### src/iadiv_pkg.sv
// Package with the types and constants of the integer ALU with adjusted division.
package iadiv_pkg;

  localparam int unsigned DataW    = 32;
  localparam int unsigned NumCells = DataW;

  typedef logic [DataW-1:0] word_t;

  typedef enum logic [1:0] {
    OP_ADD = 2'd0,
    OP_SUB = 2'd1,
    OP_MUL = 2'd2,
    OP_DIV = 2'd3
  } op_t;

  typedef enum logic {
    ST_OK       = 1'b0,
    ST_DIV_ZERO = 1'b1
  } status_t;

  typedef struct packed {
    op_t   op;
    logic  a_neg;
    logic  c_neg;
    logic  div_zero;
    word_t divisor;
    word_t mag_c;
    word_t part_rem;
    word_t work;
  } stage_t;

endpackage

### src/iadiv_cell.sv
// Divider cell: one restoring step, producing one quotient bit per transaction.
module iadiv_cell (
  input  logic              clk,
  input  logic              rst,
  input  logic              en,
  input  logic              valid_in,
  input  iadiv_pkg::stage_t stage_in,
  output logic              valid,
  output iadiv_pkg::stage_t stage
);
  import iadiv_pkg::*;

  logic [DataW:0] trial;
  logic [DataW:0] diff;
  logic           take;
  stage_t         stage_next;

  assign trial = {stage_in.part_rem, stage_in.work[DataW-1]};
  assign diff  = trial - {1'b0, stage_in.mag_c};
  assign take  = !diff[DataW];

  always_comb begin
    stage_next = stage_in;
    if (stage_in.op == OP_DIV) begin
      stage_next.part_rem = take ? diff[DataW-1:0] : trial[DataW-1:0];
      stage_next.work     = {stage_in.work[DataW-2:0], take};
    end
  end

  always_ff @(posedge clk) begin
    if (rst) begin
      valid <= 1'b0;
    end else if (en) begin
      valid <= valid_in;
    end
    if (en) begin
      stage <= stage_next;
    end
  end

endmodule

### config.mk
export PLATFORM = sky130hd
export DESIGN_NAME = iadiv_cell
export DESIGN_NICKNAME = d
export VERILOG_FILES = /design/src/iadiv_pkg.sv /design/src/iadiv_cell.sv
export SDC_FILE = /design/constraint.sdc
export NUM_CORES = 1
export LEC_CHECK = 0
export BUFFER_PORTS_ARGS = -buffer_cell sky130_fd_sc_hd__buf_2
export CAP_MARGIN = 30
export CORE_UTILIZATION = 45
export CTS_CLUSTER_SIZE = 24
export DETAILED_ROUTE_END_ITERATION = 6
export GPL_TIMING_DRIVEN = 0
export PLACE_DENSITY = 0.74
export SYNTH_ARGS = -nofsm -noshare
export SYNTH_HDL_FRONTEND = slang
export SYNTH_SLANG_ARGS = --single-unit
### constraint.sdc
create_clock -name clk -period 4.2 [get_ports clk]
set_clock_uncertainty 0.15 [all_clocks]
set_input_delay 0.84 -clock clk [delete_from_list [all_inputs] [get_ports clk]]
set_output_delay 0.84 -clock clk [all_outputs]
set_load 0.02 [all_outputs]
==> results by group, run 1 <==
Status
  • Outcome: finished, final reports clean

Critical path
  • Required time of the critical path: 4.20 ns
  • Startpoint Class: input port
  • Largest fanout on the critical path: 10
  • CP max stage cell: fa_1
  • Critical path arrival: 3.52 ns
  • Crit path kind: input port to flop
  • Crit-path max cell delay: 0.41 ns
  • Crit. End Element: flop
  • Crit path cell chain: buf_2 > inv_1 > ha_1 > fa_1 > nor2b_1 > o31ai_4 > a211oi_2 > nand4bb_4 > a211o_2 > and3_4 > buf_8 > buf_12 > mux2i_1 > o21ai_1

Logic synthesis
  • Syn_nets: 821
  • Cell Area, Synth: 7150 µm²
  • Largest area contributor in the netlist: edfxtp_1
  • Synth Warn #: 0
  • Number of flops mapped to enable cells by yosys: 133
  • Post-synth ARST share: 0%
  • Most common flop cell mapped by yosys: edfxtp_1
  • Yosys reg bits: 134
  • Post-Syn Instances: 651
  • Post-synth top area share: 55.9%
  • Synth unique cells: 62
  • Mean Syn Cell Area: 11.0 µm²
  • Sequential-to-total area share from yosys stat: 56.2%
  • Top post-synthesis cells by area: edfxtp_1, nand2_1, ha_1

GRT
  • Largest net degree at the start of global routing: 94
  • Initial antenna violation count: 1
  • Grt ovf: 0
  • Gr usage total: 22.4%
  • Vias in the first global route: 5593
  • First-pass GRT wire length: 27.8 mm

Clocking
  • Cts repair resizes: 0
  • Post-CTS Hold Buffers: 0
  • Clock transition at path regs: 0.06 ns
  • H-tree level count: 4
  • Clock latency on the worst-skew pair: 0.41 ns
  • CTS Buf Count: 17
  • Setup bufs post-CTS: 0
  • CTS sink cnt: 134
  • Max Root-Sink Buffers: 2
  • Root Driver: clkbuf_16
  • TritonCTS clock tree: built

Timing
  • Final Cycle Share: 83.9%
  • Final Max Tran Viols: 0
  • Slew @ Worst Pin: 0.653 ns
  • Fin crit period: 3.52 ns
  • RSZ-0062 raised after global routing: false
  • # setup viols final: 0
  • Setup_tns: 0 ns
  • Final Hold Vio Count: 0
  • Worst-case headroom to the max-slew limit: 56.5%
  • F_max: 0.284 GHz

Floorplan
  • Core area: 15400 µm²
  • Starting density of the core: 46.5%
  • Area of the die: 16400 µm²
  • Die Wd: 128 µm
  • Num rows: 45
  • Die height: 128 µm
  • IO Count: 271

Place
  • RePlAce Congestion: 0.854
  • DP Wirelength: 14.1 mm
  • IO Port Bufs: 270
  • Placed cell count: 1133

Run
  • Max Cap Violations: 0

Power and ir drop
  • Leak: 4.27 nW
  • Pwr per Cell Area: 428 nW/µm²
  • Total power: 4.02 mW
  • Max IR drop VDD: 0.000263 V

Drt
  • Routed wire length: 18.6 mm
  • Drt initial violations: 340
  • First-pass DRT Iterations: 5
  • DRC viols: 0
  • Post-DRT Antenna Nets: 0
  • Vias per Instance: 5.09
  • Wire per inst: 16.0 µm
  • Via count: 5935

Cells and area
  • Most common cell after layout, fill and taps aside: buf_2
  • Fin nets: 1111
  • Layout cell share with drive strength beyond 1: 34.2%
  • Area delta synth->final: 31.6%
  • Most frequent cells in the layout: buf_2, nand2_1, edfxtp_1
  • Non-filler cells, final: 1166

Worst hold path
  • HP Class: flop to flop
metal layers:
layer / routed length (µm) / GRT usage (%) / vias up
li1: - / - / 2949
met1: 7670 / 27.1 / 2724
met2: 9440 / 38.8 / 233
met3: 1160 / 5.59 / 29
met4: 378 / 8.10 / 0
met5: 0 / 0 / -
synthesized netlist by cell type (3+ instances only):
library cell	n
o22a_1	3
o21ai_0	21
nor2b_1	4
o31ai_1	3
xor2_1	7
o211ai_1	5
inv_1	40
nand3b_1	4
o21bai_1	4
o21ai_1	17
a21o_1	8
nand3_1	15
xnor2_1	15
or3_1	3
nor2_1	21
nor4_1	3
o211ai_2	4
ha_1	32
a21oi_1	34
and3_1	6
a211o_1	4
a31oi_1	10
edfxtp_1	133
clkbuf_1	16
nand4_1	5
mux2i_1	21
nand2b_1	7
o21a_1	4
nand2_1	151
buf_2	3
nor3_1	6
through the flow:
step | worst slack, ns | util (%) | area (µm²) | hold slack [ns]
3_3_place_gp | 0.308 | 57.0 | 8760 | 0.324
5_1_grt | 0.532 | 61.2 | 9410 | 0.399
2_1_floorplan | 0.764 | - | 7150 | 0.429
4_1_cts | 0.696 | 61.2 | 9400 | 0.371
6_report | 0.677 | 61.2 | 9410 | 0.363
3_5_place_dp | 0.271 | 57.2 | 8800 | 0.355
power by group:
group          total [mW]  switching [mW]  internal [mW]
clock                1.52           0.584          0.939
sequential           1.64          0.0267           1.61
combinational       0.864           0.538          0.327
total                4.02            1.15           2.87
logic make-up (layout without fill, tap and decap cells):
kind of cell	Yosys count	in the layout	synth area share, %
adders and majority gates	33	33	5.88
xor gates and xnor gates	22	22	2.70
and+or+nand+nor	240	240	15.4
muxes	23	23	3.26
DFF	134	134	56.2
buffers and inverters	63	366	3.97
AOI/OAI and AO/OA	136	136	12.6
other	0	1	0
layout make-up:
type / instances / area [µm²]
clock inverter: 14 / 176
buffer: 23 / 134
antenna: 1 / 2.50
inverter: 40 / 150
multi-input combinational: 454 / 2850
sequential: 134 / 4010
clock buffer: 18 / 429
timing repair buffer: 271 / 1390
tap: 211 / 264
fill: 1315 / 5970
critical path, delay by kind of cell:
family                   cells  cell delay (ns)
AND/OR/NAND/NOR              3             0.69
multiplexers                 1             0.22
AO/OA/AOI/OAI                4             0.69
adder cells (fa/ha/maj)      2             0.63
buffers and inverters        4             0.42
sequential cells by signal (all words and copies together) (netlist names):
signal,count
stage,133
valid,1
worst paths after layout:
path	startpoint	end	slack, ns	cells after the start
min reg2reg	valid	valid	0.36	2
max	stage_in[31]	stage[50]	0.68	14
max reg2reg	valid	valid	3.46	2
min	valid	valid	0.36	2
Power figures use the tool's default switching activity.
==> inputs of run 2 (changes only) <==
==> constraint.sdc (replaced) <==
create_clock -name clk -period 3.25 [get_ports clk]
set_clock_uncertainty 0.15 [all_clocks]
set_input_delay 0.65 -clock clk [delete_from_list [all_inputs] [get_ports clk]]
set_output_delay 0.65 -clock clk [all_outputs]
set_load 0.02 [all_outputs]
==> run 2 against run 1 <==
Net effect:
- first-iteration DRC count increased by 4.4%
- clock-buffer cell count unchanged
- sequential share of layout area decreased by 0.59 points
- flip-flop and latch count unchanged
- cell area increased by 1.4%
- routed wire length increased by 1.2%
- total power increased by 30%
- non-clock buffer count increased by 3
- core utilization increased by 0.86 points
- largest cell class unchanged
- highest routed layer unchanged
==> results by group, run 2 (synthesis results as in run 1) <==
Drt
  • DRC viols: 0 (unchanged)
  • Vias per Instance: 5.10 (+0.25%)
  • First-pass DRT Iterations: 5 (unchanged)
  • Post-DRT Antenna Nets: 0 (unchanged)
  • Drt initial violations: 355 (+4.4%)
  • Routed wire length: 18.9 mm (+1.2%)
  • Via count: 5970 (+0.59%)
  • Wire per inst: 16.1 µm (+0.83%)

Critical path
  • Top Family by Delay on Critical Path: compound AO/OA/AOI/OAI gates
  • Crit. End Element: flop
  • Reg-to-Reg Start: valid
  • Crit path from: stage_in[31]
  • Crit-path max cell delay: 0.39 ns (-0.02 ns)
  • Largest fanout on the critical path: 10 (unchanged)
  • Critical path arrival: 3.17 ns (-0.35 ns)
  • Required time of the critical path: 3.24 ns (-0.96 ns)
  • Crit path cell chain: buf_2 > inv_2 > ha_4 > fa_2 > nor2b_4 > o31ai_4 > a211oi_2 > nand4bb_4 > a211o_4 > and3_4 > buf_8 > buf_12 > mux2i_1 > o21ai_1
  • Crit path kind: input port to flop
  • CP max stage cell: a211o_4
  • Startpoint Class: input port
  • Buf/Inv on CP: 4 (unchanged)

Power and ir drop
  • Sw power: 1.50 mW (+30%)
  • Leak: 4.30 nW (+0.53%)
  • Total power: 5.23 mW (+30%)
  • Switch share: 28.6% (+0.070 points)
  • Pwr per Cell Area: 548 nW/µm² (+28%)
  • Comb pwr share: 22.0% (+0.5 points)
  • Internal power: 3.73 mW (+30%)
  • Seq pwr share: 40.4% (-0.3 points)
  • Max IR drop VDD: 0.000344 V (+31%)
  • Clk pwr share: 37.6% (-0.2 points)

Cells and area
  • Area delta synth->final: 33.4%
  • Most flop-heavy register: stage
  • Number of flip-flops in the largest register: 133 (unchanged)
  • Fin nets: 1114 (+0.27%)
  • Most common cell after layout, fill and taps aside: buf_2
  • Non-filler cells, final: 1170 (+0.34%)
  • Layout cell share with drive strength beyond 1: 36.1% (+1.9 points)
  • Most frequent cells in the layout: buf_2, nand2_1, edfxtp_1
  • Biggest regs: stage: 133 flops, valid: 1 flops
  • Final core utilization: 62.1% (+0.86 points)

Floorplan
  • Die Wd: 128 µm (unchanged)
  • IO Count: 271 (unchanged)
  • Starting density of the core: 46.5% (unchanged)
  • Core area: 15400 µm² (unchanged)
  • Num rows: 45 (unchanged)
  • Die height: 128 µm (unchanged)
  • Area of the die: 16400 µm² (unchanged)

Place
  • DP Wirelength: 14.1 mm (unchanged)
  • Pre-CTS WS: -0.489 ns (-0.760 ns)
  • IO Port Bufs: 270 (unchanged)
  • Placed cell count: 1133 (unchanged)
  • RePlAce Congestion: 0.854 (unchanged)

GRT
  • Largest net degree at the start of global routing: 94 (unchanged)
  • First-pass GRT wire length: 27.8 mm (unchanged)
  • Grt ovf: 0 (unchanged)
  • Gr usage total: 22.4% (unchanged)
  • Initial antenna violation count: 1 (unchanged)
  • Vias in the first global route: 5593 (unchanged)

Clocking
  • CTS sink cnt: 134 (unchanged)
  • Clock transition at path regs: 0.06 ns (about the same)
  • Root Driver: clkbuf_16
  • Post-CTS Hold Buffers: 0 (unchanged)
  • TritonCTS clock tree: built
  • H-tree level count: 4 (unchanged)
  • CTS Buf Count: 17 (unchanged)
  • Clock latency on the worst-skew pair: 0.41 ns (about the same)
  • Max Root-Sink Buffers: 2 (unchanged)

Timing
  • # setup viols final: 0 (unchanged)
  • Post-route setup slack: 0.0686 ns (-0.608 ns)
  • Slew @ Worst Pin: 0.660 ns (+0.00680 ns)
  • Worst-case headroom to the max-slew limit: 56.0% (-0.45 points)
  • Final Hold Vio Count: 0 (unchanged)
  • F_max: 0.314 GHz
  • Setup_tns: 0 ns (unchanged)
  • Final Cycle Share: 97.9%
  • Final Max Tran Viols: 0 (unchanged)
  • Fin crit period: 3.18 ns

Run
  • Max Cap Violations: 0 (unchanged)

Status
  • Outcome: finished, final reports clean

Worst hold path
  • Worst Hold Launch: rst
  • HP Class: input port to flop
## run 2: cell count changes in the layout (fill, tap and decap cells not counted), sizes merged
cell,previous run,this run
buf,278,280
clkbuf,34,35
diode,1,2
## run 2: layer usage
| metal | vias to the layer above | wire length [µm] | GRT usage, % |
|---|---|---|---|
| li1 | 2957 | - | - |
| met1 | 2751 | 7600 | 27.1 |
| met2 | 239 | 9660 | 38.8 |
| met3 | 23 | 1300 | 5.59 |
| met4 | 0 | 296 | 8.10 |
| met5 | - | 0 | 0 |
## run 2: final cells by class
| class | count | area, µm² |
|---|---|---|
| Antenna cell | 2 | 5.00 |
| Buffer | 23 | 136 |
| Clock buffer | 18 | 429 |
| Clock inverter | 14 | 176 |
| Fill cell | 1299 | 5830 |
| Inverter | 40 | 150 |
| Multi-Input combinational cell | 454 | 2960 |
| Sequential cell | 134 | 4010 |
| Tap cell | 211 | 264 |
| Timing Repair Buffer | 274 | 1410 |
## run 2: worst reg2reg max path, cell delays in order (launching register included)
cell	delay, ns
dfxtp_1	0.31
mux2i_1	0.12
nor2_1	0.06
## run 2: through the flow
step                      hold slack [ns]  area (µm²)
after floorplan                     0.429        7150
after global placement              0.324        8760
after detailed placement            0.355        8800
after CTS                           0.228        9410
after global routing                0.219        9540
final                               0.241        9540
## run 2: power by group through the flow
stage	Combinational (mW)	Clock [mW]	Sequential, mW
6_report	1.15	1.97	2.11
5_1_grt	1.25	2.08	2.13
4_1_cts	1.12	2.00	2.12
3_5_place_dp	1.11	0	2.15
3_3_place_gp	1.10	0	2.15
2_1_floorplan	0.505	0	2.36
## run 2: timing repair
action / CTS / global route
endpoints found under the hold margin: 0 / 0
setup endpoints to repair: 26 / 32
resized for setup: 1 / 22
buffers inserted: 0 / 3
pin swaps: 0 / 6
## run 2: path summary, 6_finish.rpt
check / endpoint / slack (ns) / cells after the start
max: stage[50] / 0.07 / 14
min: valid / 0.24 / 2
max reg2reg: valid / 2.51 / 2
min reg2reg: valid / 0.36 / 2
