==> config.mk <==
export PLATFORM = sky130hd
export DESIGN_NAME = iadiv_prep_flat
export DESIGN_NICKNAME = d
export VERILOG_FILES = /design/src/iadiv_pkg.sv /design/src/iadiv_ifs.sv /design/src/iadiv_prep.sv /design/src/flat_wrapper.sv
export SDC_FILE = /design/constraint.sdc
export NUM_CORES = 1
export LEC_CHECK = 0
export ABC_CLOCK_PERIOD_IN_PS = 10800
export BUFFER_PORTS_ARGS = -buffer_cell sky130_fd_sc_hd__buf_4
export CAP_MARGIN = 30
export CORE_ASPECT_RATIO = 0.9
export CORE_MARGIN = 2
export CORE_UTILIZATION = 55
export CTS_CLUSTER_SIZE = 10
export DETAILED_ROUTE_END_ITERATION = 12
export PLACE_DENSITY = 0.74
export RECOVER_POWER = 50
export SLEW_MARGIN = 20
export SYNTH_ARGS = -nofsm -noshare
export SYNTH_HDL_FRONTEND = slang
export SYNTH_SLANG_ARGS = --single-unit
==> constraint.sdc <==
create_clock -name clk -period 10.8 [get_ports clk]
set_clock_uncertainty 0.15 [all_clocks]
set_input_delay 2.16 -clock clk [delete_from_list [all_inputs] [get_ports clk]]
set_output_delay 2.16 -clock clk [all_outputs]
set_load 0.01 [all_outputs]
==> src/iadiv_pkg.sv <==
// Package with the types and constants of the integer ALU with adjusted division.
package iadiv_pkg;

  localparam int unsigned DataW    = 32;
  localparam int unsigned NumCells = DataW;

  typedef logic [DataW-1:0] word_t;

  typedef enum logic [1:0] {
    OP_ADD = 2'd0,
    OP_SUB = 2'd1,
    OP_MUL = 2'd2,
    OP_DIV = 2'd3
  } op_t;

  typedef enum logic {
    ST_OK       = 1'b0,
    ST_DIV_ZERO = 1'b1
  } status_t;

  typedef struct packed {
    op_t   op;
    logic  a_neg;
    logic  c_neg;
    logic  div_zero;
    word_t divisor;
    word_t mag_c;
    word_t part_rem;
    word_t work;
  } stage_t;

endpackage

==> src/iadiv_ifs.sv <==
// Valid/ready channel interfaces for operands and results of the integer ALU.
interface iadiv_in_if;
  import iadiv_pkg::*;

  logic               valid;
  logic               ready;
  logic signed [31:0] operand_a;
  logic signed [31:0] operand_c;
  op_t                func;

  modport source (output valid, output operand_a, output operand_c, output func,
                  input ready);
  modport sink (input valid, input operand_a, input operand_c, input func,
                output ready);
endinterface


==> src/iadiv_prep.sv <==
// Entry stage: computes add, subtract and multiply, and sets up the divider operands.
module iadiv_prep (
  input  logic             clk,
  input  logic             rst,
  input  logic             en,
  iadiv_in_if.sink         in_ch,
  output logic             valid,
  output iadiv_pkg::stage_t stage
);
  import iadiv_pkg::*;

  logic   load;
  word_t  a_u;
  word_t  c_u;
  stage_t stage_next;

  assign load        = en || !valid;
  assign in_ch.ready = load;
  assign a_u         = word_t'(in_ch.operand_a);
  assign c_u         = word_t'(in_ch.operand_c);

  always_comb begin
    stage_next          = '0;
    stage_next.op       = in_ch.func;
    stage_next.a_neg    = a_u[DataW-1];
    stage_next.c_neg    = c_u[DataW-1];
    stage_next.div_zero = (c_u == '0);
    stage_next.divisor  = c_u;
    case (in_ch.func)
      OP_ADD: begin
        stage_next.work = a_u + c_u;
      end
      OP_SUB: begin
        stage_next.work = a_u - c_u;
      end
      OP_MUL: begin
        stage_next.work = a_u * c_u;
      end
      OP_DIV: begin
        stage_next.work  = a_u[DataW-1] ? word_t'(-a_u) : a_u;
        stage_next.mag_c = c_u[DataW-1] ? word_t'(-c_u) : c_u;
      end
      default: begin
        stage_next.work = '0;
      end
    endcase
  end

  always_ff @(posedge clk) begin
    if (rst) begin
      valid <= 1'b0;
    end else if (load) begin
      valid <= in_ch.valid;
    end
    if (load && in_ch.valid) begin
      stage <= stage_next;
    end
  end

endmodule

==> src/flat_wrapper.sv <==
// flat-port wrapper written by rule: the top's interface ports become plain ports
module iadiv_prep_flat import iadiv_pkg::*;
  (clk, rst, en, valid, stage, in_ch_valid, in_ch_operand_a, in_ch_operand_c, in_ch_func, in_ch_ready);
  iadiv_in_if in_ch_i ();
  input  logic clk;
  input  logic rst;
  input  logic en;
  output logic valid;
  output iadiv_pkg::stage_t stage;
  input wire logic [$bits(in_ch_i.valid)-1:0] in_ch_valid;
  input wire logic [$bits(in_ch_i.operand_a)-1:0] in_ch_operand_a;
  input wire logic [$bits(in_ch_i.operand_c)-1:0] in_ch_operand_c;
  input wire logic [$bits(in_ch_i.func)-1:0] in_ch_func;
  output wire logic [$bits(in_ch_i.ready)-1:0] in_ch_ready;
  assign in_ch_i.valid = in_ch_valid;
  assign in_ch_i.operand_a = in_ch_operand_a;
  assign in_ch_i.operand_c = in_ch_operand_c;
  assign in_ch_i.func = in_ch_func;
  assign in_ch_ready = in_ch_i.ready;
  iadiv_prep u_core (.clk(clk), .rst(rst), .en(en), .in_ch(in_ch_i), .valid(valid), .stage(stage));
endmodule
==> results list, run 1 <==
- Number of antenna violations at the first check in global routing: 4
* Final Max Slew Viols: 301
* Number of design-rule violations left by the first detailed-router iteration: 1878
- Leaving out fill and tap cells, the most frequent cell in the layout is sky130_fd_sc_hd__fa_1.
* Period minus WS final: 9.78 ns
* Maximum root-to-sink buffer count: 2
* Number of design rule violations left after detail routing: 0
- Including well taps, the total number of placed cells is 3108.
- The first TritonRoute pass finished after 6 iterations.
* Die W: 221 µm
* CTS H-tree depth: 3
- Yosys Warn Count: 0
* Root Buffer Master: sky130_fd_sc_hd__clkbuf_16
* F_max: 102 MHz
- DP Worst Slack: 1.34 ns
* Clock Pin Slew Worst Setup and Hold Paths: 0.07 ns
- Mapped Area: 23300 µm²
* Kind of path behind the tightest hold check: reg2reg
* TritonCTS clock tree: done
- For this run, the number of standard cells in the final layout without fillers is 3125.
- Hold-critical path endpoint: u_core.valid$_SDFFE_PP0N_
- STA classifies the critical path startpoint as an input port.
* Hold Slack: 0.377 ns
- In this run the critical register-to-register path is captured at u_core.stage[81]$_SDFFCE_PN0P_.
- Insertion delay to the later sink of the worst-skew pair: 0.36 ns
- Syn Inst Count: 2546
* Vias per inst: 5.87
* Final hold violation count: 0
* Worst Reg-to-Reg Cells: 4
- For the worst setup path, the data required time is 10.78 ns.
- The most used flip-flop cell after synthesis is sky130_fd_sc_hd__edfxtp_1.
- Measured against its own limit, the worst slew margin works out to -44.6%.
- Fraction of registers with async set or reset after synthesis: 0%
* Kind of end point of the critical path: flip-flop
- Post-route clock period utilization: 90.6%
* Total of cells resized after clock tree synthesis: 0
- Initial core utilization: 55.7%
* Result of the run: finished with violations
* Max FO, Critical Path: 30
- Min-Delay Path Depth: 2
- Multi-input logic area: 18000 µm²
* Violated checks: max-capacitance violations, max-slew violations
- For the worst setup path, the data arrival time is 9.76 ns.
- Fin worst setup slack: 1.02 ns
- For this block, the via count after detailed routing is 18300.
- Summed over all layers, the global routing overflow is 0.
- Setup repair after global routing left no endpoint under its margin.
- The number of hold buffers added after CTS was 0.
- Flop and latch count out of synthesis: 101
* I/O pin count: 205
* Commonest cells after routing, fill and taps aside: 409 x sky130_fd_sc_hd__fa_1, 393 x sky130_fd_sc_hd__inv_1, 308 x sky130_fd_sc_hd__and2_1
* Cts bufs inserted: 9
* Overall die height: 199 µm
- From synthesis to final layout, the design area changed by 4.79%.
* Number of filler instances in the final layout: 3781
* Max Cap Violations: 10
- Worst-case register-to-register setup slack: 7.43 ns
- Share of post-route cells with drive strength above 1: 4.00%
- Hold Path Origin: u_core.valid$_SDFFE_PP0N_
- Summed over all layers, the routed wires come to 70000 µm.
* Placeable core region: 41800 µm²
- For the pin with the worst max-slew slack, the measured transition is 2.17 ns.
- Final setup fails: 0
- Category of the critical setup timing path: in2reg
- Average footprint of a synthesized cell: 9.15 µm²
- In this run the critical register-to-register path is launched from u_core.valid$_SDFFE_PP0N_.
* Count of flip-flops with a built-in enable after synthesis: 100
- In this run the post-CTS setup repair buffer count came out at 0.
- Number of global-route vias before repair: 19400
- Input/output buffers: 172
- Routed len/inst: 22.4 µm
- The count of nets left with antenna violations once routing finished came out at 0.
- Area of the die: 44000 µm²
- Largest net degree at the start of global routing: 78
- Detailed placement finished with a half-perimeter wire length of 51900 µm.
- Accumulated negative setup slack: 0 ns
- In the global route stage, overall resource usage came out at 32.6%.
- Routability-driven placement finished with a final weighted congestion of 0.957.
* Wire length of the first global-routing pass: 110000 µm
* Net count, final: 3209
- Number of rows in the core area: 71
* Area used by sequential logic in the layout: 3020 µm²
- Clk sinks: 101
* Sequential-to-total area share from yosys stat: 13.0%
- Synthesis instantiated 75 different standard cells from the library.
worst max-delay path by stage:
stage / startpoint / end
2_1_floorplan: in_ch_operand_c[3] / u_core.stage[28]$_DFFE_PP_
5_1_grt: in_ch_operand_c[11] / u_core.stage[28]$_DFFE_PP_
3_3_place_gp: in_ch_operand_a[6] / u_core.stage[28]$_DFFE_PP_
6_report: in_ch_operand_c[11] / u_core.stage[31]$_DFFE_PP_
4_1_cts: in_ch_operand_a[6] / u_core.stage[28]$_DFFE_PP_
3_5_place_dp: in_ch_operand_a[6] / u_core.stage[28]$_DFFE_PP_
registers in the layout, indices dropped and copies added (netlist names):
register	cells
u_core.stage	100
u_core.valid	1
through the flow:
step	util [%]	area [µm²]
after global placement	58.5	24500
after detailed placement	58.5	24500
after global routing	58.4	24400
final	58.4	24400
after CTS	59.3	24800
after floorplan	-	23400
cell families (layout without fill, tap and decap cells):
family                     after synthesis  in the layout  synth area share, %
and+or+nand+nor                        832            832                 18.2
buffers and inverters                  585            585                 10.4
adders and majority gates              566            566                 43.6
AOI/OAI and AO/OA                      267            267                 7.49
xor gates and xnor gates               185            185                 6.95
DFF                                    101            101                 13.0
muxes                                    9              9                0.387
other                                    1             33               0.0161
final cells by class:
type,instances,share of cell area [%]
Tap cell,547,2.80
Sequential cell,101,12.4
Clock inverter,6,0.395
Clock buffer,9,0.922
Timing Repair Buffer,176,3.82
Inverter,394,6.06
Antenna cell,1,0.0102
Multi-Input combinational cell,1891,73.6
metal layers:
| metal | global-route usage [%] | vias to the layer above | share of wire [%] | routed length, µm |
|---|---|---|---|---|
| met5 | 0 | - | 0.014 | 10 |
| met4 | 12.0 | 2 | 3.5 | 2470 |
| met3 | 5.68 | 172 | 9.9 | 6950 |
| met2 | 52.8 | 1022 | 46 | 31900 |
| met1 | 44.3 | 9245 | 41 | 28700 |
| li1 | - | 7899 | - | - |
Yosys cell counts, types with 14 or more instances:
cell type,number,share of area (%)
sky130_fd_sc_hd__xnor2_1,92,3.5
sky130_fd_sc_hd__nand2b_1,14,0.38
sky130_fd_sc_hd__ha_1,157,8.4
sky130_fd_sc_hd__xor2_1,93,3.5
sky130_fd_sc_hd__o21a_1,19,0.61
sky130_fd_sc_hd__o21ai_0,70,1.5
sky130_fd_sc_hd__a21oi_1,51,1.1
sky130_fd_sc_hd__o211ai_1,15,0.48
sky130_fd_sc_hd__fa_1,409,35
sky130_fd_sc_hd__nor2_1,91,1.5
sky130_fd_sc_hd__a21o_1,25,0.81
sky130_fd_sc_hd__buf_4,33,1.1
sky130_fd_sc_hd__inv_1,393,6.3
sky130_fd_sc_hd__edfxtp_1,100,13
sky130_fd_sc_hd__nor3_1,20,0.43
sky130_fd_sc_hd__clkbuf_1,140,2.3
sky130_fd_sc_hd__o31ai_1,15,0.48
sky130_fd_sc_hd__nand2_1,307,4.9
sky130_fd_sc_hd__and2_1,309,8.3
worst max-delay path: stages:
cell and delay, ns:
sky130_fd_sc_hd__clkbuf_1 1.28, sky130_fd_sc_hd__and2_1 0.32, sky130_fd_sc_hd__fa_1 0.41, sky130_fd_sc_hd__inv_1 0.08, sky130_fd_sc_hd__fa_1 0.43, sky130_fd_sc_hd__fa_1 0.58
sky130_fd_sc_hd__fa_1 0.46, sky130_fd_sc_hd__fa_1 0.57, sky130_fd_sc_hd__inv_1 0.06, sky130_fd_sc_hd__fa_1 0.45, sky130_fd_sc_hd__fa_1 0.52, sky130_fd_sc_hd__fa_1 0.42
sky130_fd_sc_hd__ha_1 0.38, sky130_fd_sc_hd__nand4_1 0.14, sky130_fd_sc_hd__or2_2 0.31, sky130_fd_sc_hd__a31oi_1 0.24, sky130_fd_sc_hd__nor2_1 0.08, sky130_fd_sc_hd__o21ai_0 0.35
sky130_fd_sc_hd__xnor2_1 0.12, sky130_fd_sc_hd__o211ai_1 0.36
Power of run 1 is left out: the tool's default activity adds up to more than one toggle a clock period on the data nets, which glitch-free logic cannot reach.
==> run 2, diff against run 1 <==
--- a/config.mk
+++ b/config.mk
@@ -5,7 +5,7 @@
 export SDC_FILE = /design/constraint.sdc
 export NUM_CORES = 1
 export LEC_CHECK = 0
-export ABC_CLOCK_PERIOD_IN_PS = 10800
+export ABC_CLOCK_PERIOD_IN_PS = 9700
 export BUFFER_PORTS_ARGS = -buffer_cell sky130_fd_sc_hd__buf_4
 export CAP_MARGIN = 30
 export CORE_ASPECT_RATIO = 0.9
==> constraint.sdc (replaced) <==
create_clock -name clk -period 9.7 [get_ports clk]
set_clock_uncertainty 0.15 [all_clocks]
set_input_delay 1.94 -clock clk [delete_from_list [all_inputs] [get_ports clk]]
set_output_delay 1.94 -clock clk [all_outputs]
set_load 0.01 [all_outputs]
==> run 2 against run 1 <==
The flow still finishes with violations (max-capacitance violations, max-slew violations). Register-to-register slack got worse by 0.93 ns. Worst hold slack got worse by 0.0029 ns. Global-route usage rose by 0.88 points. Setup slack got worse by 0.44 ns. Die area did not move. Critical path depth did not move. First-iteration DRC count fell by 14%. Flip-flop and latch count did not move. Final cell count rose by 0.61%. Non-clock buffer count rose by 18. Utilization rose by 0.14 points. Sequential share of layout area barely moved. Largest cell class unchanged.
==> results list, run 2 (synthesized netlist as in run 1, its figures left out) <==
* Post-cts hold buffer count: 0
* Final hold violation count: 0
* Violated checks: max-capacitance violations, max-slew violations
- Clock Pin Slew Worst Setup and Hold Paths: 0.07 ns
- The detailed router finished its first iteration with 1619 violations.
- Input/output buffers: 172
- Number of rows in the core area: 71
- After the last flow step, the layout net total stands at 3227.
- Worst-case register-to-register setup slack: 6.50 ns
- CTS H-tree depth: 3
- Based on the critical path, the design can be clocked at up to 110 MHz.
- u_core.stage holds more flip-flops than any other register.
- In the final routed layout, each cell accounts on average for 22.7 µm.
* Initial core utilization: 55.7%
- In this design, the largest share of critical-path delay is due to adder cells.
- During I/O placement, the number of pins put on the boundary was 205.
- Vias per inst: 5.85
- Buffers inserted during clock tree synthesis total 9.
* CP Buf/Inv Count: 3
* Category of the critical setup timing path: in2reg
* Total number of vias: 18400
- Required time at the endpoint of the critical path: 9.67 ns
* Max FO, Critical Path: 23
* Total congestion overflow after global routing: 0
- The floorplan step set the die width to 221 µm.
- STA classifies the critical path startpoint as an input port.
- CP arrival: 9.09 ns
* Number of global-route vias before repair: 19800
* Post-route clock period utilization: 94.0%
- The number of cells on the worst reg-to-reg path is 3.
- Largest net degree at the start of global routing: 76
- Before antenna repair, the detailed router went through 5 iterations.
- Detailed placer's ending HPWL: 54900 µm
* Critical path depth in cells: 20
- Slowest stage delay, CP: 1.03 ns
* Top flop regs: u_core.stage (100), u_core.valid (1)
* TritonCTS clock tree: done
- Count of buffers added by post-CTS timing repair for setup: 0
- Max Cap Violations: 5
* Number of filler instances in the final layout: 3730
* Detailed Route WL: 71500 µm
* Launch point of the worst reg-to-reg path: u_core.valid$_SDFFE_PP0N_
* Area Overhead vs Synth: 5.04%
- For hold timing, the worst endpoint is u_core.valid$_SDFFE_PP0N_.
- Cell at the slowest stage of the critical path: sky130_fd_sc_hd__clkbuf_1
* Kind of end point of the critical path: flip-flop
- At the end of routability-driven placement, the weighted congestion stood at 0.990.
- Post-detailed-route count of antenna-violating nets: 0
- Counting instances, the worst hold path has a depth of 2.
- Actual slew at the worst max-slew pin: 2.08 ns
- At the later pin of the worst-skew pair, clock insertion delay measures 0.36 ns.
- Setup repair after global routing left no endpoint under its margin.
* Share of post-route cells with drive strength above 1: 4.47%
- For this run, the total global-route usage over all layers was measured as 33.5%.
- Root Buffer Master: sky130_fd_sc_hd__clkbuf_16
* Overall die height: 199 µm
- The max-slew violation total from the final report came to 169.
* Maximum root-to-sink buffer count: 2
- The register with the most flip-flops in the layout has 100 of them.
- Final Core Density: 58.5%
- Clk sinks: 101
* Wire length of the first global-routing pass: 113000 µm
- In the layout the commonest cells are 409 x sky130_fd_sc_hd__fa_1, 393 x sky130_fd_sc_hd__inv_1, 308 x sky130_fd_sc_hd__and2_1.
* Period minus WS final: 9.12 ns
* Final setup fails: 0
- The library cell used most frequently in the layout, excluding fill and tap cells, is sky130_fd_sc_hd__fa_1.
- Placeable core region: 41800 µm²
* Area of the die: 44000 µm²
- The min-delay analysis places its worst path in the category reg2reg.
- Accumulated negative setup slack: 0 ns
* Crit-path most repeated cell: sky130_fd_sc_hd__fa_1
- Walking the worst path, the cells encountered are clkbuf_1 -> and2_1 -> fa_1 -> fa_1 -> inv_1 -> fa_1 -> fa_1 -> fa_1 -> inv_1 -> fa_1 -> fa_1 -> fa_1 -> ha_1 -> nand4_1 -> or2_2 -> a31oi_1 -> nor3_1 -> o2111ai_1 -> o41ai_1 -> a211o_1.
* Number of design rule violations left after detail routing: 0
- Result of the run: finished with violations
- Hold Path Origin: u_core.valid$_SDFFE_PP0N_
- The number of antenna violations at the first check in global routing was 2.
* Endpoint of the lowest-slack register-to-register path: u_core.stage[81]$_SDFFCE_PN0P_
- Measured against its own limit, the worst slew margin works out to -38.4%.
- The number of gates resized after CTS was 0.
-- run 2: changes by cell type in the layout (fill, tap and decap cells not counted) --
cell / delta
sky130_fd_sc_hd__clkbuf_1: +6
sky130_fd_sc_hd__clkinvlp_4: +1
sky130_fd_sc_hd__inv_8: +1
sky130_fd_sc_hd__buf_16: -1
sky130_fd_sc_hd__buf_4: +14
sky130_fd_sc_hd__bufinv_16: -2
-- run 2: cell type report --
class / count / area, µm² / area share, %
repair buffers: 194 / 1030 / 4.20
multi-input cells: 1891 / 18000 / 73.4
flip-flops and latches: 101 / 3020 / 12.3
inverters: 394 / 1480 / 6.04
well taps: 547 / 684 / 2.80
clock inverters: 6 / 55.1 / 0.225
clock buffers: 10 / 229 / 0.935
diodes: 1 / 2.50 / 0.0102
-- run 2: routing by layer --
layer / track usage [%] / share of wire, % / up-vias
li1: - / - / 7954
met1: 46.3 / 41 / 9233
met2: 51.9 / 44 / 1052
met3: 6.81 / 11 / 159
met4: 13.8 / 3.7 / 0
met5: 0 / 0 / -
-- run 2: through the flow --
stage | std cells | cell area, µm² | hold slack, ns | worst slack, ns
4_1_cts | 3143 | 24900 | 0.385 | 0.979
3_5_place_dp | 3127 | 24600 | 0.371 | 0.572
6_report | 3144 | 24500 | 0.374 | 0.584
2_1_floorplan | 2577 | 23400 | 0.443 | 0.786
5_1_grt | 3143 | 24500 | 0.435 | 0.388
3_3_place_gp | 3127 | 24600 | 0.353 | 0.630
-- run 2: worst reg2reg max path: cells and delay by family, from the launching register on --
| family | cells | cell delay [ns] |
|---|---|---|
| flops | 1 | 0.31 |
| buf+inv | 1 | 0.92 |
| simple gates | 2 | 1.38 |
-- run 2: worst max path at each step --
stage                        start                         end  slack, ns
2_1_floorplan   in_ch_operand_c[3]  u_core.stage[28]$_DFFE_PP_       0.79
3_3_place_gp    in_ch_operand_c[2]  u_core.stage[28]$_DFFE_PP_       0.63
3_5_place_dp    in_ch_operand_c[2]  u_core.stage[28]$_DFFE_PP_       0.57
4_1_cts         in_ch_operand_c[2]  u_core.stage[28]$_DFFE_PP_       0.98
5_1_grt         in_ch_operand_c[3]  u_core.stage[28]$_DFFE_PP_       0.39
6_report       in_ch_operand_c[16]  u_core.stage[29]$_DFFE_PP_       0.58
Power of run 2 is left out for the same reason.
