### src/iadiv_pkg.sv
// Package with the types and constants of the integer ALU with adjusted division.
package iadiv_pkg;

  localparam int unsigned DataW    = 32;
  localparam int unsigned NumCells = DataW;

  typedef logic [DataW-1:0] word_t;

  typedef enum logic [1:0] {
    OP_ADD = 2'd0,
    OP_SUB = 2'd1,
    OP_MUL = 2'd2,
    OP_DIV = 2'd3
  } op_t;

  typedef enum logic {
    ST_OK       = 1'b0,
    ST_DIV_ZERO = 1'b1
  } status_t;

  typedef struct packed {
    op_t   op;
    logic  a_neg;
    logic  c_neg;
    logic  div_zero;
    word_t divisor;
    word_t mag_c;
    word_t part_rem;
    word_t work;
  } stage_t;

endpackage

### src/iadiv_ifs.sv


interface iadiv_out_if;
  import iadiv_pkg::*;

  logic               valid;
  logic               ready;
  logic signed [31:0] result_value;
  logic signed [31:0] remainder_value;
  status_t            status;

  modport source (output valid, output result_value, output remainder_value,
                  output status, input ready);
  modport sink (input valid, input result_value, input remainder_value,
                input status, output ready);
endinterface

### src/iadiv_post.sv
// Exit stage: applies signs and the quotient adjustment, and holds the output register.
module iadiv_post (
  input  logic              clk,
  input  logic              rst,
  input  logic              valid_in,
  input  iadiv_pkg::stage_t stage_in,
  output logic              en,
  iadiv_out_if.source       out_ch
);
  import iadiv_pkg::*;

  logic    valid;
  word_t   result;
  word_t   remainder;
  status_t status;
  word_t   result_next;
  word_t   remainder_next;
  status_t status_next;
  word_t   mq;
  word_t   mr;
  logic    q_neg;
  logic    fix;

  assign en    = !valid || out_ch.ready;
  assign mq    = stage_in.work;
  assign mr    = stage_in.part_rem;
  assign q_neg = stage_in.a_neg ^ stage_in.c_neg;
  assign fix   = stage_in.a_neg && (mr != '0);

  always_comb begin
    result_next    = stage_in.work;
    remainder_next = '0;
    status_next    = ST_OK;
    if (stage_in.op == OP_DIV) begin
      if (stage_in.div_zero) begin
        result_next = '0;
        status_next = ST_DIV_ZERO;
      end else if (fix) begin
        // The adjusted quotient is one below the truncated one.
        result_next    = q_neg ? ~mq : mq - word_t'(1);
        remainder_next = stage_in.divisor - mr;
      end else begin
        result_next    = q_neg ? word_t'(-mq) : mq;
        remainder_next = stage_in.a_neg ? word_t'(-mr) : mr;
      end
    end
  end

  always_ff @(posedge clk) begin
    if (rst) begin
      valid <= 1'b0;
    end else if (en) begin
      valid <= valid_in;
    end
    if (en) begin
      result    <= result_next;
      remainder <= remainder_next;
      status    <= status_next;
    end
  end

  assign out_ch.valid           = valid;
  assign out_ch.result_value    = result;
  assign out_ch.remainder_value = remainder;
  assign out_ch.status          = status;

endmodule

### src/flat_wrapper.sv
// flat-port wrapper written by rule: the top's interface ports become plain ports
module iadiv_post_flat import iadiv_pkg::*;
  (clk, rst, valid_in, stage_in, en, out_ch_valid, out_ch_result_value, out_ch_remainder_value, out_ch_status, out_ch_ready);
  iadiv_out_if out_ch_i ();
  input  logic clk;
  input  logic rst;
  input  logic valid_in;
  input  iadiv_pkg::stage_t stage_in;
  output logic en;
  output wire logic [$bits(out_ch_i.valid)-1:0] out_ch_valid;
  output wire logic [$bits(out_ch_i.result_value)-1:0] out_ch_result_value;
  output wire logic [$bits(out_ch_i.remainder_value)-1:0] out_ch_remainder_value;
  output wire logic [$bits(out_ch_i.status)-1:0] out_ch_status;
  input wire logic [$bits(out_ch_i.ready)-1:0] out_ch_ready;
  assign out_ch_valid = out_ch_i.valid;
  assign out_ch_result_value = out_ch_i.result_value;
  assign out_ch_remainder_value = out_ch_i.remainder_value;
  assign out_ch_status = out_ch_i.status;
  assign out_ch_i.ready = out_ch_ready;
  iadiv_post u_core (.clk(clk), .rst(rst), .valid_in(valid_in), .stage_in(stage_in), .en(en), .out_ch(out_ch_i));
endmodule
### config.mk
export PLATFORM = sky130hd
export DESIGN_NAME = iadiv_post_flat
export DESIGN_NICKNAME = d
export VERILOG_FILES = /design/src/iadiv_pkg.sv /design/src/iadiv_ifs.sv /design/src/iadiv_post.sv /design/src/flat_wrapper.sv
export SDC_FILE = /design/constraint.sdc
export NUM_CORES = 1
export LEC_CHECK = 0
export BUFFER_PORTS_ARGS = -buffer_cell sky130_fd_sc_hd__clkbuf_2
export CORE_MARGIN = 2
export CORE_UTILIZATION = 40
export CTS_CLUSTER_DIAMETER = 150
export DETAILED_ROUTE_END_ITERATION = 10
export PLACE_DENSITY = 0.66
export SLEW_MARGIN = 20
export SYNTH_ARGS = -nofsm -noshare
export SYNTH_HDL_FRONTEND = slang
export SYNTH_SLANG_ARGS = --single-unit
### constraint.sdc
create_clock -name clk -period 9.6 [get_ports clk]
set_clock_uncertainty 0.2 [all_clocks]
set_input_delay 0.96 -clock clk [delete_from_list [all_inputs] [get_ports clk]]
set_output_delay 0.96 -clock clk [all_outputs]
set_load 0.01 [all_outputs]
==> run_results.csv, run 1 <==
group,metric,value,unit
clock_tree,cts_num_sinks,66,
setup_path,crit_path_end,"u_core.out_ch.result_value[19]$_DFFE_PP_",
synthesis,synth_cells,731,
timing,tightestPinTransition,1.06,ns
cells_and_area,nets,1051,
timing,rsz0062_at_grt,"no",
timing,fin_crit_sh,44.5,%
job,cap_violations,0,
floorplan,die_h,126,um
setup_path,crit_top_cell,"nor3_1",
timing,finalHoldViolCount,0,
synthesis,netlist-cell-type-count,63,
floorplan,start_util,41.1,%
global_routing,antenna_found_initial,1,
synthesis,synth_ff_type,"edfxtp_1",
global_routing,grt_max_degree,68,
min_path,hold_depth,2,
global_routing,grt_pass1_wl,28000,um
clock_tree,ctsHoldBuffers,0,
floorplan,io_pins,204,
floorplan,std_cell_rows,44,
placed_design,placed_area,6980,um^2
clock_tree,cts_buffers,9,
clock_tree,cts_max_level,3,
setup_path,crit_start,"stage_in[42]",
setup_path,reg2reg_slack,7.88,ns
setup_path,cpLargestDelayFamily,"compound AO/OA/AOI/OAI gates",
placed_design,place_hpwl,12600,um
setup_path,r2r-end,"u_core.out_ch.result_value[27]$_DFFE_PP_",
setup_path,slowest_stage,"o41ai_4",
floorplan,die_w,126,um
setup_path,cp.arrival,4.12,ns
synthesis,synth_area,5970,um^2
placed_design,place.gp.congestion,0.861,
floorplan,core-area,14500,um^2
setup_path,cp-start-kind,"input pin",
power_and_ir_drop,p_leak,3.21,nW
routing,avgRoutedWirePerCell,16.2,um
timing,clock.fmax,234,MHz
global_routing,grt_pass1_vias,5479,
cells_and_area,final_area,7250,um^2
clock_tree,clk_latency,0.34,ns
placed_design,io_buffers,171,
synthesis,synth_edf_count,65,
cells_and_area,final_layout_size_suffix_gt1_share,25.2,%
power_and_ir_drop,powerDensity,129,nW/um^2
placed_design,pre_cts_ws,5.01,ns
clock_tree,cts_resized,0,
routing,drtIter0Drc,460,
clock_tree,path_clk_slew,0.06,ns
setup_path,worst-path-stages,10,
cells_and_area,postLayoutCoreUtil,49.9,%
global_routing,overflow,0,
timing,max_slew_margin,28.9,%
timing,setup_tns,0,ns
run_status,status,"finished, final reports clean",
setup_path,timing.critical_path.to_type,"flip-flop",
routing,vias,5955,
floorplan,die_area,15900,um^2
routing,routed_via_density,5.57,
timing,setup_violations,0,
routing,wl,17300,um
setup_path,critPathMaxFanout,22,
synthesis,syn-num-nets,902,
timing,slew_viol_final,0,
synthesis,synth-seq-cells,66,
power_and_ir_drop,ir_drop,0.0826,mV
setup_path,crit_type,"in2reg",
clock_tree,cts_tree,"done",
routing,drtPass1Iterations,6,
timing,period_needed,4.27,ns
routing,antenna_left,0,
cells_and_area,area_delta_synth_final,21.4,%
setup_path,reg2reg_depth,2,
timing,fin_ws,5.33,ns
synthesis,async_flop_share,0,%
synthesis,ys_seq_area_share,33.0,%
setup_path,crit_buf_inv,2,
clock_tree,root_buffer,"clkbuf_16",
power_and_ir_drop,p_total,0.000938,W
min_path,worstHoldPathType,"in2reg",
setup_path,max_stage_delay,1.02,ns
synthesis,synth_area_per_cell,8.17,um^2
clock_tree,clock_path_buffers,2,
clock_tree,postCtsSetupBuffers,0,
setup_path,cp.required,9.45,ns
setup_path,path_cells,"clkbuf_2 > or4_1 > nor3_1 > nand3_1 > o41ai_4 > buf_4 > mux2_2 > nor3_1 > a21oi_1 > o21ai_0",
global_routing,track_usage,21.6,%
routing,drc,0,
setup_path,reg2reg_from,"u_core.out_ch.valid$_SDFFE_PP0P_",
synthesis,ys.warnings.count,0,
metrics by stage:
step	instances	hold slack (ns)
final	1070	0.571
after global routing	1070	0.565
after detailed placement	1053	0.914
after global placement	1053	0.885
after floorplan	731	0.829
after CTS	1069	0.558
layout by cell type, fill, tap and decap left out, types with 8 or more instances in the layout:
cell	n
o31ai_1	16
edfxtp_1	65
nand4_1	9
a21o_1	9
inv_1	47
xor2_1	8
a211oi_1	19
xnor2_1	21
clkbuf_16	9
o21ai_0	61
or4_1	9
mux2i_1	17
nor3_1	49
a21oi_1	72
clkbuf_2	171
and3_1	10
nand2_1	74
ha_1	33
nor2_1	55
nand3_1	17
how the worst min path moves through the flow:
stage	startpoint	to	slack, ns
finish	rst	u_core.out_ch.valid$_SDFFE_PP0P_	0.57
global route	rst	u_core.out_ch.valid$_SDFFE_PP0P_	0.56
CTS	rst	u_core.out_ch.valid$_SDFFE_PP0P_	0.56
detailed placement	u_core.out_ch.valid$_SDFFE_PP0P_	u_core.out_ch.valid$_SDFFE_PP0P_	0.91
global placement	u_core.out_ch.valid$_SDFFE_PP0P_	u_core.out_ch.valid$_SDFFE_PP0P_	0.88
floorplan	rst	u_core.out_ch.valid$_SDFFE_PP0P_	0.83
where the power goes:
group	total, W	switching [W]	internal [W]
sequential	0.000354	0.00000754	0.000346
combinational	0.000280	0.000168	0.000112
clock	0.000304	0.000130	0.000174
total	0.000938	0.000306	0.000633
synth_stat cells (4+ instances only):
library cell | count | area (um^2)
or3_1 | 6 | 37.5
o21ai_0 | 61 | 305
inv_1 | 47 | 176
nor3_1 | 49 | 245
edfxtp_1 | 65 | 1950
or4_1 | 9 | 67.6
mux2i_1 | 17 | 170
and3_1 | 10 | 62.6
or2_2 | 5 | 31.3
xnor2_1 | 22 | 193
nand4_1 | 9 | 56.3
o211ai_1 | 4 | 30.0
a21oi_1 | 72 | 360
nand3_1 | 17 | 85.1
nor2_1 | 55 | 206
nand2b_1 | 7 | 43.8
mux2_2 | 6 | 67.6
nand2_1 | 75 | 282
ha_1 | 33 | 413
nor4_1 | 4 | 25.0
clkbuf_1 | 35 | 131
a211oi_1 | 19 | 143
xor2_1 | 8 | 70.1
o21bai_1 | 6 | 45.0
a21o_1 | 9 | 67.6
o31ai_1 | 16 | 120
metal layers:
metal  track usage [%]  routed length, um  up-vias  part of all wire, %
li1                  -                  -     3015                    -
met1              30.8               8230     2723                   48
met2              34.0               7760      204                   45
met3              3.65               1120       13                  6.4
met4              6.27                199        0                  1.1
met5                 0                  0        -                    0
cell families (layout without fill, tap and decap cells):
family | after synthesis | in the layout | synth area share (%)
AO/OA/AOI/OAI | 224 | 224 | 23.2
multiplexers | 24 | 24 | 4.23
flip-flops | 66 | 66 | 33.0
AND/OR/NAND/NOR | 267 | 267 | 22.5
adder cells (fa/ha/maj) | 34 | 34 | 7.25
other | 0 | 1 | 0
buffers and inverters | 86 | 240 | 5.45
XOR/XNOR | 30 | 30 | 4.40
flip-flops by register name, summed over array words and instances (netlist names):
| name | cells |
|---|---|
| u_core.out_ch.remainder_value | 32 |
| u_core.out_ch.valid | 1 |
| u_core.out_ch.result_value | 32 |
| u_core.out_ch.status | 1 |
cell type report:
| type | instances | area [um^2] |
|---|---|---|
| fill | 1424 | 7280 |
| multi-input combinational | 579 | 3700 |
| sequential | 66 | 1970 |
| timing repair buffer | 177 | 901 |
| clock buffer | 11 | 233 |
| tap | 184 | 230 |
| inverter | 47 | 176 |
| clock inverter | 5 | 31.3 |
| antenna | 1 | 2.50 |
Power figures use the tool's default switching activity.
==> run 2, diff against run 1 <==
Clock period 9.6 ns to 4.1 ns, I/O delays scaled along.
==> run 2 against run 1 <==
First-iteration DRC count shrank 26%. Design area grew 0.72%. Non-clock buffer count up 7. Global-route usage is 0.46 points lower. Worst setup slack got worse by 4.4 ns. Clock-buffer cell count stayed put. Cell count is 0.65% higher. Combinational power increased by 140%. Highest routed layer is now met5. Die area did not move. Utilization up 0.36 points.
==> run_results.csv, run 2 (synthesis gave the netlist of run 1 again) <==
group,metric,value,unit
run_status,status,"finished, final reports clean",
timing,clock.fmax,311,MHz
floorplan,die_w,126,um
timing,tightestPinTransition,0.883,ns
cells_and_area,final_cell_mix,"clkbuf_2, nand2_1, a21oi_1",
floorplan,io_pins,204,
clock_tree,cts_buffers,9,
timing,finalHoldViolCount,0,
job,cap_violations,0,
timing,setup_tns,0,ns
routing,wl,17100,um
timing,fin_ws,0.881,ns
clock_tree,cts_max_level,3,
placed_design,place_hpwl,12700,um
clock_tree,path_clk_slew,0.06,ns
global_routing,track_usage,21.2,%
clock_tree,cts_tree,"done",
timing,max_slew_margin,40.9,%
cells_and_area,final_layout_size_suffix_gt1_share,25.8,%
routing,routed_via_density,5.55,
power_and_ir_drop,powerDensity,301,nW/um^2
min_path,hold_depth,2,
floorplan,core-area,14500,um^2
timing,setup_violations,0,
power_and_ir_drop,p_leak,3.25,nW
routing,drtIter0Drc,341,
power_and_ir_drop,ir_drop,0.203,mV
cells_and_area,nets,1058,
timing,hold_slack,0.0207,ns
setup_path,timing.critical_path.to_type,"flip-flop",
clock_tree,cts_resized,0,
setup_path,cp.arrival,3.19,ns
power_and_ir_drop,p_total,0.00220,W
cells_and_area,area_delta_synth_final,22.3,%
setup_path,reg2reg_depth,2,
global_routing,grt_pass1_vias,5297,
timing,slew_viol_final,0,
timing,period_needed,3.22,ns
cells_and_area,final_common_cell,"clkbuf_2",
clock_tree,ctsHoldBuffers,0,
global_routing,antenna_found_initial,2,
placed_design,pre_cts_ws,0.527,ns
clock_tree,postCtsSetupBuffers,0,
floorplan,die_h,126,um
floorplan,std_cell_rows,44,
setup_path,crit_type,"in2reg",
placed_design,io_buffers,171,
setup_path,cp-start-kind,"input pin",
routing,antenna_left,0,
cells_and_area,fillers,1423,
global_routing,grt_pass1_wl,27300,um
routing,drtPass1Iterations,5,
clock_tree,cts_num_sinks,66,
setup_path,critPathMaxFanout,9,
floorplan,die_area,15900,um^2
routing,drc,0,
cells_and_area,regArea,1970,um^2
timing,rsz0062_at_grt,"no",
routing,avgRoutedWirePerCell,15.9,um
floorplan,start_util,41.1,%
clock_tree,clk_latency,0.34,ns
clock_tree,clock_path_buffers,2,
cells_and_area,multi_input_area,3700,um^2
min_path,worstHoldPathType,"in2reg",
setup_path,cp.required,4.07,ns
routing,vias,5978,
clock_tree,root_buffer,"clkbuf_16",
timing,fin_crit_sh,78.5,%
placed_design,place.gp.congestion,0.895,
global_routing,overflow,0,
global_routing,grt_max_degree,49,
run 2: cell types whose count changed in the layout (fill, tap and decap cells not counted):
cell   previous run  this run
buf_4             6        13
run 2: worst paths after layout:
kind	start	endpoint	slack, ns
max	stage_in[1]	u_core.out_ch.result_value[24]$_DFFE_PP_	0.88
min	rst	u_core.out_ch.valid$_SDFFE_PP0P_	0.02
max reg2reg	u_core.out_ch.valid$_SDFFE_PP0P_	u_core.out_ch.remainder_value[23]$_SDFFCE_PP0P_	2.30
min reg2reg	u_core.out_ch.valid$_SDFFE_PP0P_	u_core.out_ch.valid$_SDFFE_PP0P_	0.83
run 2: per-layer routing:
layer  wire length (um)  up-vias  GRT usage (%)
met5                 13        -              0
met4                390        2           7.82
met1               7940     2698           30.1
li1                   -     3037              -
met2               7500      215           32.0
met3               1250       26           4.25
run 2: area by class of cell:
class | count | share of cell area, %
antenna | 1 | 0.0343
clock buffer | 11 | 3.19
clock inverter | 5 | 0.428
inverter | 47 | 2.42
multi-input combinational | 579 | 50.7
sequential | 66 | 27.0
tap | 184 | 3.15
timing repair buffer | 184 | 13.1
run 2: where the power goes:
| group | switching [W] | internal [W] | leakage (nW) |
|---|---|---|---|
| logic | 0.000391 | 0.000266 | 2.40 |
| registers | 0.0000184 | 0.000811 | 0.723 |
| clock network | 0.000301 | 0.000407 | 0.129 |
run 2: stage by stage:
stage	cell area, um^2	cells	utilization (%)
3_3_place_gp	7040	1060	48.4
5_1_grt	7300	1077	50.2
4_1_cts	7300	1076	50.2
2_1_floorplan	5970	731	-
3_5_place_dp	7040	1060	48.4
6_report	7300	1077	50.2
run 2: worst max-delay path, stage by stage:
cell	delay, ns
clkbuf_2	0.13
inv_1	0.07
ha_1	0.17
nor3b_2	0.36
nand4_1	0.23
or4_1	0.61
nor3_1	0.42
mux2_2	0.40
nor3_1	0.16
a21oi_1	0.06
o21ai_0	0.17
==> run 3, diff against run 2 <==
Settings changed: PLACE_DENSITY 0.66 to 0.69.
Clock period 4.1 ns to 2.63 ns, I/O delays scaled along.
==> run 3 against run 2 <==
The run now ends with negative setup slack left. Routed wire length increased by 15%. Combinational power increased by 110%. Die area unchanged. Highest routed layer is now met4. Hold slack improved by 0.023 ns. Clock power increased by 84%. Largest power group is now combinational cells. Total power increased by 80%.
==> run_results.csv, run 3 (synthesis gave the netlist of run 1 again) <==
group,metric,value,unit
timing,setup_tns,-0.424,ns
setup_path,cp-start-kind,"input pin",
timing,fin_ws,-0.109,ns
routing,avgRoutedWirePerCell,16.0,um
setup_path,reg2reg_depth,4,
global_routing,grt_use_met1,31.1,%
global_routing,grt_pass1_wl,30600,um
placed_design,pre_cts_ws,-0.511,ns
global_routing,top_usage_layer,"met2",
power_and_ir_drop,ir_drop,0.314,mV
placed_design,place.gp.congestion,0.904,
setup_path,crit_start,"stage_in[16]",
power_and_ir_drop,p_sw,0.00123,W
run_status,status,"complete, but fails checks",
timing,tightestPinTransition,0.538,ns
clock_tree,clock_path_buffers,2,
timing,clock.fmax,365,MHz
cells_and_area,final_area,9020,um^2
floorplan,io_pins,204,
power_and_ir_drop,pwr-share-comb,34.6,%
power_and_ir_drop,p_clk_share,32.7,%
clock_tree,cts_buffers,9,
setup_path,timing.critical_path.to_type,"flip-flop",
timing,slew_viol_final,0,
routing,drtPass1Iterations,5,
timing,max_slew_margin,64.1,%
job,cap_violations,0,
cells_and_area,postLayoutCoreUtil,62.1,%
timing,fin_crit_sh,104,%
placed_design,io_buffers,171,
cells_and_area,final_layout_size_suffix_gt1_share,42.5,%
routing,wl,19600,um
routing,antenna_left,0,
setup_path,critPathMaxFanout,4,
clock_tree,cts_tree,"done",
timing,setup_violations,7,
global_routing,grt_pass1_vias,6448,
routing,drc,0,
global_routing,track_usage,23.6,%
cells_and_area,nets,1210,
timing,rsz0062_at_grt,"yes",
clock_tree,root_buffer,"clkbuf_16",
routing,routed_via_density,5.53,
power_and_ir_drop,p_int,0.00273,W
setup_path,cp.arrival,2.62,ns
placed_design,place_hpwl,14600,um
floorplan,die_area,15900,um^2
timing,hold_slack,0.0436,ns
clock_tree,path_clk_slew,0.06,ns
power_and_ir_drop,seqPwrFrac,32.7,%
global_routing,grtUsageMet3,3.70,%
routing,vias,6795,
routing,drtIter0Drc,400,
floorplan,die_w,126,um
run_status,violations,"negative setup slack",
power_and_ir_drop,p_leak,4.13,nW
cells_and_area,final_common_cell,"clkbuf_2",
min_path,hold_start,"stage_in[31]",
setup_path,reg2reg_from,"u_core.out_ch.valid$_SDFFE_PP0P_",
global_routing,grt_max_degree,48,
global_routing,overflow,0,
cells_and_area,n_antenna_cell,0,
global_routing,antenna_found_initial,0,
setup_path,crit_type,"in2reg",
power_and_ir_drop,swShare,31.0,%
timing,finalHoldViolCount,0,
floorplan,std_cell_rows,44,
power_and_ir_drop,powerDensity,439,nW/um^2
min_path,hold_depth,3,
clock_tree,cts_num_sinks,66,
cells_and_area,area_delta_synth_final,51.1,%
floorplan,start_util,41.1,%
cells_and_area,final_cell_mix,"clkbuf_2, buf_4, nand2_1",
global_routing,met2_usage,38.7,%
setup_path,cp.required,2.51,ns
floorplan,core-area,14500,um^2
clock_tree,clk_latency,0.34,ns
placed_design,placed_area,8210,um^2
min_path,worstHoldPathType,"in2reg",
clock_tree,cts_max_level,3,
timing,period_needed,2.74,ns
floorplan,die_h,126,um
run 3: changes by cell type in the layout (fill, tap and decap cells not counted), moves of 6 or more:
cell     before  now
a21oi_1      72   63
a21oi_2       0    7
buf_4        13  156
buf_6         0    8
ha_1         33   26
nor3_1       49   41
nor3_2        2    8
o21ai_0      61   53
o21ai_1       2    8
o31ai_1      16   10
run 3: worst paths after layout:
| kind | to | slack [ns] |
|---|---|---|
| max | u_core.out_ch.result_value[31]$_DFFE_PP_ | -0.11 |
| min | u_core.out_ch.result_value[31]$_DFFE_PP_ | 0.04 |
| min reg2reg | u_core.out_ch.result_value[6]$_DFFE_PP_ | 0.77 |
| max reg2reg | u_core.out_ch.valid$_SDFFE_PP0P_ | 0.68 |
run 3: through the flow:
stage                     power (W)  instances
after floorplan             0.00198        731
after global placement      0.00254       1204
after detailed placement    0.00257       1204
after CTS                   0.00389       1224
after global routing        0.00417       1228
final                       0.00396       1228
run 3: area by class of cell:
| class | count | area, um^2 |
|---|---|---|
| clock buffers | 11 | 233 |
| clock inverters | 5 | 78.8 |
| fillers | 1286 | 5510 |
| inverters | 47 | 179 |
| multi-input cells | 579 | 4170 |
| flip-flops and latches | 66 | 1970 |
| well taps | 184 | 230 |
| repair buffers | 336 | 2160 |
run 3: power by group through the flow:
| stage | Sequential (W) | Clock, W | Combinational (W) |
|---|---|---|---|
| 2_1_floorplan | 0.00137 | 0 | 0.000619 |
| 3_3_place_gp | 0.00131 | 0 | 0.00123 |
| 3_5_place_dp | 0.00132 | 0 | 0.00125 |
| 4_1_cts | 0.00130 | 0.00132 | 0.00127 |
| 5_1_grt | 0.00130 | 0.00136 | 0.00150 |
| 6_report | 0.00130 | 0.00130 | 0.00137 |
run 3: worst max-delay path, cell delays in order:
cell and delay, ns:
buf_6 0.09, or3_4 0.38, or4_4 0.43, or3_4 0.36
or3_4 0.38, nor3b_2 0.21, mux2i_1 0.23, mux2i_1 0.21
o21ai_1 0.07
run 3: what timing repair did:
action / in CTS / in global routing
pin swaps: 5 / 29
hold endpoints to repair: 1 / 0
hold buffers: 2 / 0
buffers inserted: 2 / 4
gates resized for setup: 14 / 76
endpoints found under the setup margin: 19 / 49
run 3: metal layers:
layer	vias to the layer above	routed length, um
li1	3337	-
met1	3178	8560
met2	246	9280
met3	34	1330
met4	0	452
met5	-	0
